$ cat config.mk
export PLATFORM = sky130hd
export DESIGN_NAME = plid_cell
export DESIGN_NICKNAME = d
export VERILOG_FILES = /design/src/sv/plid_pkg.sv /design/src/sv/plid_cell.sv
export SDC_FILE = /design/constraint.sdc
export NUM_CORES = 1
export LEC_CHECK = 0
export BUFFER_PORTS_ARGS = -buffer_cell sky130_fd_sc_hd__buf_2
export CAP_MARGIN = 10
export CORE_ASPECT_RATIO = 0.7
export CORE_MARGIN = 1
export CORE_UTILIZATION = 40
export CTS_BUF_LIST = sky130_fd_sc_hd__clkbuf_16
export DETAILED_ROUTE_END_ITERATION = 6
export GPL_TIMING_DRIVEN = 0
export MAX_ROUTING_LAYER = met4
export PLACE_DENSITY = 0.86
export SETUP_SLACK_MARGIN = 0.2
export SLEW_MARGIN = 20
export SYNTH_ARGS = -nofsm -noshare
export SYNTH_HDL_FRONTEND = slang
export SYNTH_SLANG_ARGS = --single-unit
$ cat constraint.sdc
create_clock -name clock -period 3.9 [get_ports clock]
set_input_delay 0.195 -clock clock [delete_from_list [all_inputs] [get_ports clock]]
set_output_delay 0.195 -clock clock [all_outputs]
set_load 0.03 [all_outputs]
$ cat src/sv/plid_pkg.sv
`timescale 1ns / 1ps
// ----------------------------------------------------------------------------
// plid_pkg
// Types and codes shared by the positional insert/delete list.
// ----------------------------------------------------------------------------
package plid_pkg;

   localparam logic [1:0] OP_READ   = 2'd0;
   localparam logic [1:0] OP_INSERT = 2'd1;
   localparam logic [1:0] OP_DELETE = 2'd2;

   localparam logic [1:0] ST_OK     = 2'd0;
   localparam logic [1:0] ST_FULL   = 2'd1;
   localparam logic [1:0] ST_EMPTY  = 2'd2;
   localparam logic [1:0] ST_BADPOS = 2'd3;

   localparam int GROUP_SIZE = 64;

   typedef struct packed {
      logic [1:0]         opcode;
      logic [7:0]         position;
      logic signed [31:0] value;
   } req_type;

   typedef struct packed {
      logic [1:0]         status;
      logic signed [31:0] read_value;
      logic [7:0]         entry_count;
   } rsp_type;

   typedef struct packed {
      logic ins;
      logic del;
   } shift_type;

   typedef enum logic [1:0] {
      S_IDLE,
      S_GATHER,
      S_COLLECT
   } state_type;

endpackage

$ cat src/sv/plid_cell.sv
`timescale 1ns / 1ps
// ----------------------------------------------------------------------------
// plid_cell
// One list slot: loads, takes a neighbor's word, or holds, and offers its word
// to the read gather when the read position names it.
// ----------------------------------------------------------------------------
module plid_cell #(
   parameter int PW    = 8,
   parameter int INDEX = 0
) (
   input  logic                clock,
   input  plid_pkg::shift_type shift,
   input  logic [PW-1:0]       pos,
   input  logic [31:0]         value,
   input  logic [31:0]         prev_data,
   input  logic [31:0]         next_data,
   input  logic [PW-1:0]       rd_pos,
   output logic [31:0]         data,
   output logic [31:0]         rd_data
);

   localparam logic [PW-1:0] MY_INDEX = PW'(INDEX);

   logic [31:0] data_ff;
   logic [31:0] data_in;

   always_comb begin
      data_in = data_ff;
      if (shift.ins) begin
         if (MY_INDEX > pos) begin
            data_in = prev_data;
         end else if (MY_INDEX == pos) begin
            data_in = value;
         end
      end else if (shift.del) begin
         if (MY_INDEX >= pos) begin
            data_in = next_data;
         end
      end
   end

   always_ff @(posedge clock) begin
      data_ff <= data_in;
   end

   assign data    = data_ff;
   assign rd_data = (rd_pos == MY_INDEX) ? data_ff : 32'd0;

endmodule

Word-level counts from Yosys, hierarchy flattened
Index checks and enable logic that the tools add are counted.
Widths: inputs -> output; s select.
{"block": "totals", "regBits": 32, "latchBits": 0, "ramBits": 0, "mem_bits_ro": 0, "inputBits": 115, "n_memories": 0}
{"block": "op_classes", "add_sub_neg": 0, "multipliers": 0, "div": 0, "magnitude_cmp": 2, "eq_ne": 1, "n_shift": 0, "muxes": 6, "bitwise_logic": 0, "reduce_logical": 5}
{"operator": "$mux 32", "n": 6}
{"operator": "$logic_not 8->1", "n": 2}
{"operator": "$ge 1x8->1 const A", "n": 1}
{"operator": "$gt 1x8->1 const A", "n": 1}
{"operator": "$reduce_bool 2->1", "n": 2}
{"operator": "$ne 3x1->1 const B", "n": 1}
{"operator": "$reduce_and 3->1", "n": 1}

Depth between registers and ports, before layout
Gate-level depths: netlist (run 1).
{"block": "logic_depth", "word_depth": 4, "depth_mapped": 4, "depth_no_buf": 2}

Least setup slack after synthesis (run 1)
OpenSTA, ideal clock, no wires.
{"block": "synth_path", "path_type": "in2reg", "startpoint": "input port shift[1] (netlist bit)", "endpoint": "register data_ff[0] (netlist: data[0]) (enable)", "setup_time_ps": 387, "t_arrival_ps": 1384, "t_required_ps": 3513, "setup_slack_ps": 2129, "cell_stages": 3, "path_buffers": 2, "path_cell_list": "clkbuf_1 -> buf_2 -> o211a_1"}
{"block": "synth_via", "elab_chain_len": 2}
{"item": "start: declaration", "line": "plid_cell.sv:12", "source": "input plid_pkg::shift_type shift,"}
{"item": "$ne 3x1->1 (no line) / $reduce_bool 2->1 (equally long branches)"}
{"item": "$reduce_and 3->1 (no line) *"}
{"item": "end signal: assignment", "line": "plid_cell.sv:43", "source": "data_ff <= data_in;"}
{"item": "end: declaration", "line": "plid_cell.sv:24", "source": "logic [31:0] data_ff;"}
Every way passes the cells marked *; elsewhere a longest branch is shown, timed or not.
A chain may end at the register's enable or synchronous reset.

Worst setup path in the final report (run 1)
{"block": "layout_path", "startpoint": "input port rd_pos[1]", "endpoint": "output port rd_data[26]"}
{"block": "layout_via", "elab_chain_len": 2}
{"item": "start: declaration", "line": "plid_cell.sv:17", "source": "input logic [PW-1:0] rd_pos,"}
{"item": "$logic_not 8->1", "line": "plid_cell.sv:47", "source": "assign rd_data = (rd_pos == MY_INDEX) ? data_ff : 32'd0;"}
{"item": "$mux 32", "line": "plid_cell.sv:47"}
{"item": "end: declaration", "line": "plid_cell.sv:19", "source": "output logic [31:0] rd_data"}
No other way between the ends.

==> impl_metrics.tcl, run 1 <==
set metrics [dict create \
    setup_violations 0 \
    antenna_found_initial 0 \
    clk_pin_slew_ns 0.05 \
    area_growth_pct 48.6 \
    crit_required_ns 3.70 \
    start_util 0.429 \
    grt_overflow 0 \
    ctsHtreeMaxLevel 2 \
    cts_resized 0 \
    path_max_fanout 10 \
    status "complete, but fails checks" \
    core-area_um2 4450 \
    drtAntennaViolNets 0 \
    ctsHoldBuffers 0 \
    gp_congestion 0.720 \
    grt_util_met2 0.353 \
    drc 7 \
    min_period_over_period 0.440 \
    setup-tns-final_ns 0 \
    grt_max_degree 33 \
    critPathLaunchType "input pin" \
    diodes 0 \
    cts.sinks 32 \
    num_rows 20 \
    powerDensity_nw_per_um2 294 \
    slowest_stage "or4_1" \
    hold_viol 0 \
    ir_drop_mv 0.222 \
    swShare 0.197 \
    intPower_uw 670 \
    seq_power_share 0.460 \
    wire_per_inst_um 13.4 \
    synth_seq_cells 32 \
    die_area_um2 5060 \
    violations "design-rule violations" \
    slew_viol_final 0 \
    drtPass1Iterations 6 \
    globalRouteTotalUtil 0.199 \
    drive_gt1_frac 0.754 \
    hp-class "input pin to flop" \
    use_met1 0.223 \
    slowest_delay_ns 0.51 \
    p_sw_uw 164 \
    synth.distinct_cells 14 \
    layout.nets 412 \
    ys_warn_count 0 \
    cts.path.max_buffers 2 \
    synthCells 145 \
    root_buffer "clkbuf_16" \
    fin_util 0.637 \
    routed_wl_mm 4.73 \
    io_buffers 145 \
    clkPwrFrac 0.423 \
    die_y_um 59.8 \
    max-cap-violations 0 \
    grt_busiest_layer "met2" \
    boundaryPins 179 \
    netlist_area_um2 1910 \
    vias 1633 \
    cp.arrival_ns 1.52 \
    viasPerCell 4.64 \
    dp_hpwl_mm 3.79 \
    grt_pass1_wl_mm 7.25 \
    worstMarginPinSlew_ns 0.836 \
    cts_inserted_buffers 5 \
    worst-setup-path-type "input pin to output pin" \
    cts_tree "done" \
    min_period_ns 1.72 \
    synth.net_count 260 \
    hold_path_depth 2 \
    p_comb_frac 0.117 \
    cp_cell_sequence "buf_2, or4_1, clkbuf_1, buf_4, nor3_2, buf_2" \
    max_slew_margin 0.442 \
    post_cts_buffers 0 \
    rsz0062_at_grt "no" \
    fmax_mhz 583 \
    grt_pass1_vias 1530 \
    fp.dieW_um 84.6 \
    endpoint_kind "output pin" \
    drt_first_iter_violations 39 \
    whs_ns 0.228 \
    largest_register_ffs 32 \
    grtUsageMet3 0.0525 \
    syn_area_per_cell_um2 13.2 \
    ys_seq_area_frac 0.503 \
    leakage_uw 0.00136 \
    path_common_cell "buf_2" \
]
per-layer routing:
layer | wire, µm | vias up
met3 | 366 | 6
met1 | 1960 | 742
met2 | 2340 | 81
met5 | 0 | -
li1 | - | 804
met4 | 68 | 0
final cells by class:
cell class	count	area (µm²)
Buffer	12	116
Clock buffer	5	125
Clock inverter	2	7.51
Fill cell	377	1620
Inverter	32	120
Multi-Input combinational cell	69	712
Sequential cell	32	961
Tap cell	55	68.8
Timing Repair Buffer	145	726
critical path, delay by kind of cell:
| family | cells | cell delay (ns) |
|---|---|---|
| AND/OR/NAND/NOR | 2 | 0.63 |
| buffers and inverters | 4 | 0.69 |
stage by stage:
step / worst slack, ns / cells / power (µW) / instance area, µm²
2_1_floorplan: 2.13 / 145 / 440 / 1910
3_3_place_gp: 1.67 / 345 / 485 / 2700
3_5_place_dp: 1.96 / 345 / 489 / 2700
4_1_cts: 2.18 / 352 / 842 / 2840
5_1_grt: 2.07 / 352 / 870 / 2840
6_report: 2.18 / 352 / 834 / 2840
kinds of logic after synthesis:
kind of cell | share of synthesized area
mux | 0.189
buf+inv | 0.124
compound gates | 0.00524
flops | 0.503
simple gates | 0.179
cell usage in the layout (no fill, tap or decap):
master / Yosys / routed
nor3_2: 30 / 30
edfxtp_1: 32 / 32
nor4_1: 2 / 2
or4_4: 1 / 1
clkbuf_1: 2 / 2
buf_4: 3 / 3
clkinv_1: 0 / 2
clkbuf_16: 0 / 5
nor3_1: 2 / 2
or4_1: 1 / 1
buf_6: 1 / 1
mux2_2: 32 / 32
o211a_2: 0 / 1
buf_2: 3 / 148
buf_12: 3 / 3
inv_1: 32 / 32
power groups by stage:
| stage | logic, µW | clock network [µW] | registers, µW |
|---|---|---|---|
| 2_1_floorplan | 48.0 | 0 | 392 |
| 3_3_place_gp | 94.7 | 0 | 390 |
| 3_5_place_dp | 98.7 | 0 | 390 |
| 4_1_cts | 98.8 | 360 | 383 |
| 5_1_grt | 106 | 381 | 383 |
| 6_report | 97.6 | 353 | 383 |
path summary, 6_finish.rpt:
| kind | slack [ns] | from | end |
|---|---|---|---|
| max | 2.18 | rd_pos[1] | rd_data[26] |
| min | 0.23 | value[9] | data[9]$_DFFE_PP_ |
cells in the mapped netlist, drive strengths merged:
master,count,share of area
inv,32,0.063
nor3,32,0.16
mux2,32,0.19
buf,10,0.057
or4,2,0.0098
nor4,2,0.0066
clkbuf,2,0.0039
o211a,1,0.0052
edfxtp,32,0.50
(Power assumes the default switching activity.)
==> inputs of run 2 (changes only) <==
- CORE_UTILIZATION: 40 -> 33
- PLACE_DENSITY: 0.86 -> 0.76
- clock period: 3.9 -> 1.4 ns (I/O delays scaled with it)
==> run 2 against run 1 <==
- the flow finishes with violations (negative setup slack)
- critical path type unchanged
- non-clock buffer count increased by 2
- largest cell class is now non-clock buffers
- sequential share of layout area fell by 5.4 points
- highest routed layer unchanged
- combinational power rose to 3.2 times the previous value
==> impl_metrics.tcl, run 2 (synthesis results as in run 1) <==
set metrics [dict create \
    globalRouteTotalUtil 0.170 \
    routed_wl_mm 5.05 \
    stdcell_count 370 \
    powerDensity_nw_per_um2 694 \
    grtUsageMet3 0.0556 \
    critPathLaunchType "input pin" \
    cts_inserted_buffers 5 \
    max_slew_margin 0.714 \
    clk_pin_slew_ns 0.05 \
    power_uw 2340 \
    cts_tree "done" \
    ir_drop_mv 0.374 \
    seq_area_um2 961 \
    grt_pass1_vias 1604 \
    grt_pass1_wl_mm 7.56 \
    setup_violations 26 \
    cp-startpoint "rd_pos[2]" \
    cts.sinks 32 \
    hp-class "input pin to flop" \
    endpoint_kind "output pin" \
    layout.nets 415 \
    cts.path.max_buffers 2 \
    ctsHoldBuffers 0 \
    fin_ws_ns -0.0272 \
    viasPerCell 4.53 \
    largest_register_ffs 32 \
    hold_path_depth 2 \
    drtPass1Iterations 4 \
    hold_viol 0 \
    fp.dieW_um 92.9 \
    grt_overflow 0 \
    die_area_um2 6100 \
    layout_commonest_cell "buf_2" \
    leakage_uw 0.00166 \
    drc 0 \
    dp_cells 362 \
    violations "negative setup slack" \
    fill_cells 431 \
    status "complete, but fails checks" \
    grt_busiest_layer "met2" \
    rsz0062_at_grt "yes" \
    die_y_um 65.6 \
    boundaryPins 179 \
    drtAntennaViolNets 0 \
    layout_common_cells "114 x buf_2, 33 x buf_6, 32 x mux2_2, 32 x inv_1, 32 x edfxtp_1" \
    gp_congestion 0.734 \
    hp-start "value[26]" \
    use_met1 0.193 \
    num_rows 22 \
    worst-setup-path-type "input pin to output pin" \
    holdPathEnd "data[26]$_DFFE_PP_" \
    crit_required_ns 1.33 \
    multi_input_area_um2 951 \
    core-area_um2 5400 \
    min_period_over_period 1.02 \
    grt_max_degree 33 \
    drive_gt1_frac 0.782 \
    grt_util_met2 0.295 \
    area_growth_pct 76.9 \
    fmax_mhz 701 \
    root_buffer "clkbuf_16" \
    start_util 0.354 \
    cp.arrival_ns 1.36 \
    drt_first_iter_violations 21 \
    min_period_ns 1.43 \
    vias 1676 \
    path_max_fanout 10 \
    ctsHtreeMaxLevel 2 \
    slew_viol_final 0 \
    diodes 0 \
    dp_hpwl_mm 3.75 \
    worstMarginPinSlew_ns 0.425 \
    io_buffers 145 \
    max-cap-violations 0 \
    whs_ns 0.102 \
    antenna_found_initial 0 \
    wire_per_inst_um 13.7 \
]
[run 2: changes by cell type in the layout (fill, tap and decap cells not counted), sizes merged]
cell and change:
buf +2, clkinv -2, o211a +1
[run 2: how the worst max path moves through the flow]
| stage | to |
|---|---|
| after floorplan | rd_data[10] |
| after CTS | rd_data[20] |
| after global placement | rd_data[3] |
| after global routing | rd_data[15] |
| after detailed placement | rd_data[24] |
| final | rd_data[4] |
[run 2: where the power goes]
| part | internal [µW] | switching, µW |
|---|---|---|
| logic | 185 | 131 |
| registers | 1070 | 1.28 |
| clock network | 625 | 334 |
| total | 1880 | 466 |
[run 2: metrics by stage]
stage	utilization	area, µm²	setup TNS [ns]	setup WS, ns
after global routing	0.626	3380	-1.35	-0.0566
after detailed placement	0.548	2960	-4.67	-0.118
after CTS	0.620	3340	-0.492	-0.0347
final	0.626	3380	-0.259	-0.0272
after floorplan	-	2140	0	0.0807
after global placement	0.548	2960	-3.59	-0.105
[run 2: repair_timing]
item / CTS / global route
pin swaps: 3 / 2
setup buffers: 1 / 0
gates resized for setup: 69 / 4
cloned: 1 / 1
endpoints found under the setup margin: 32 / 64
[run 2: layout make-up]
cell class              count  share of cell area
well taps                  72              0.0267
inverters                  32              0.0356
repair buffers            147               0.285
plain buffers              12              0.0496
clock buffers               5              0.0370
multi-input cells          70               0.281
flip-flops and latches     32               0.284
[run 2: per-layer routing]
layer	vias to the layer above	part of all wire	routed length, µm
met2	77	0.52	2640
met4	0	0.0067	34
li1	820	-	-
met1	774	0.39	1990
met5	-	0	0
met3	5	0.078	392
[run 2: worst max-delay path, stage by stage]
cell       delay, ns
buf_6           0.09
or4_4           0.54
clkbuf_16       0.19
buf_8           0.16
nor3_4          0.14
buf_6           0.16
==> inputs of run 3 (changes only) <==
- BUFFER_PORTS_ARGS: -buffer_cell sky130_fd_sc_hd__buf_2 -> default
- CORE_AREA: default -> 2 2 69 71
- CORE_ASPECT_RATIO: 0.7 -> default
- CORE_MARGIN: 1 -> default
- CORE_UTILIZATION: 33 -> default
- DIE_AREA: default -> 0 0 71 73
- DONT_BUFFER_PORTS: default -> 1
- PLACE_DENSITY: 0.76 -> default
==> run 3 against run 2 <==
- the flow now finishes without violations
- via count is 30% lower
- flip-flop and latch count stayed put
- worst setup slack better by 0.043 ns
- routed wire length is 14% lower
- combinational power is 32% lower
- utilization is 5.8 points lower
- critical endpoint is now rd_data[2]
- largest cell class is now multi-input combinational cells
==> impl_metrics.tcl, run 3 (synthesis results as in run 1) <==
set metrics [dict create \
    layout.nets 274 \
    whs_ns 0.0240 \
    power_uw 2260 \
    drtPass1Iterations 3 \
    ctsHtreeMaxLevel 2 \
    cts_tree "done" \
    multi_input_area_um2 963 \
    cts_inserted_buffers 5 \
    globalRouteTotalUtil 0.162 \
    crit_required_ns 1.33 \
    cp_cell_sequence "or4_4, buf_12, clkbuf_16, nor3_4" \
    grt_pass1_wl_mm 6.17 \
    grt_max_degree 33 \
    fill_cells 371 \
    rsz0062_at_grt "yes" \
    setup-tns-final_ns 0 \
    hold_viol 0 \
    status "completed" \
    num_rows 25 \
    antenna_found_initial 0 \
    stdcell_area_um2 2570 \
    seq_area_um2 961 \
    slowest_delay_ns 0.54 \
    gp_congestion 0.706 \
    min_period_over_period 0.989 \
    max-cap-violations 0 \
    worst-setup-path-type "input pin to output pin" \
    core-area_um2 4540 \
    cp.arrival_ns 1.31 \
    drtAntennaViolNets 0 \
    critPathLaunchType "input pin" \
    powerDensity_nw_per_um2 877 \
    die_y_um 73 \
    worstMarginPinSlew_ns 0.491 \
    drt_first_iter_violations 40 \
    fp.dieW_um 71 \
    vias 1171 \
    endpoint_kind "output pin" \
    pre_cts_slack_ns -0.0603 \
    wire_per_inst_um 20.4 \
    ctsHoldBuffers 0 \
    boundaryPins 179 \
    start_util 0.421 \
    area_growth_pct 34.9 \
    dpl_cell_area_um2 2210 \
    cts.path.max_buffers 2 \
    path_buf_inv 2 \
    clk_pin_slew_ns 0.05 \
    viasPerCell 5.47 \
    path_max_fanout 7 \
    leakage_uw 0.00109 \
    dp_hpwl_mm 3.21 \
    cts.sinks 32 \
    io_buffers 0 \
    drc 0 \
    largest_register_ffs 32 \
    ir_drop_mv 0.742 \
    die_area_um2 5180 \
    root_buffer "clkbuf_16" \
    grt_pass1_vias 1268 \
    max_slew_margin 0.670 \
    fmax_mhz 723 \
    slowest_stage "or4_4" \
    fin_ws_ns 0.0160 \
    grt_overflow 0 \
    slew_viol_final 0 \
    diodes 0 \
    layout_common_cells "32 x mux2_2, 32 x nor3_4, 32 x edfxtp_1" \
    hp-class "input pin to flop" \
    setup_violations 0 \
    min_period_ns 1.38 \
    drive_gt1_frac 0.731 \
    routed_wl_mm 4.36 \
    crit_family "simple AND/OR/NAND/NOR gates" \
]
-- run 3: cell count changes in the layout (fill, tap and decap cells not counted), sizes merged --
cell	previous run	this run
inv	32	34
buf	157	14
clkinv	0	1
clkbuf	7	9
-- run 3: timing repair --
item / CTS / global route
buffers inserted: 2 / 0
pin swaps: 29 / 25
setup endpoints to repair: 32 / 64
cloned: 2 / 3
resized for setup: 22 / 22
-- run 3: final timing paths --
path / start / endpoint / slack [ns] / cells after the start
setup / recovery: rd_pos[6] / rd_data[2] / 0.02 / 4
hold / removal: next_data[23] / data[23]$_DFFE_PP_ / 0.02 / 1
-- run 3: area by class of cell --
| class | instances | share of cell area |
|---|---|---|
| multi-input cells | 70 | 0.374 |
| flip-flops and latches | 32 | 0.373 |
| plain buffers | 12 | 0.0773 |
| repair buffers | 6 | 0.0496 |
| clock buffers | 5 | 0.0486 |
| inverters | 32 | 0.0466 |
| well taps | 54 | 0.0262 |
| clock inverters | 3 | 0.00437 |
-- run 3: power by group --
part | internal (µW) | total (µW) | switching [µW]
clock | 636 | 970 | 334
sequential | 1070 | 1070 | 7.47
combinational | 118 | 214 | 96.1
total | 1820 | 2260 | 437
-- run 3: per-layer routing --
metal,up-vias,part of all wire,track usage
met5,-,0,-
met4,0,0.011,0.0461
met3,4,0.088,0.0635
met2,85,0.55,0.273
met1,547,0.35,0.181
li1,535,-,-
-- run 3: through the flow --
| step | cells | utilization |
|---|---|---|
| after floorplan | 145 | - |
| after global placement | 199 | 0.487 |
| after detailed placement | 199 | 0.487 |
| after CTS | 211 | 0.542 |
| after global routing | 214 | 0.568 |
| final | 214 | 0.568 |
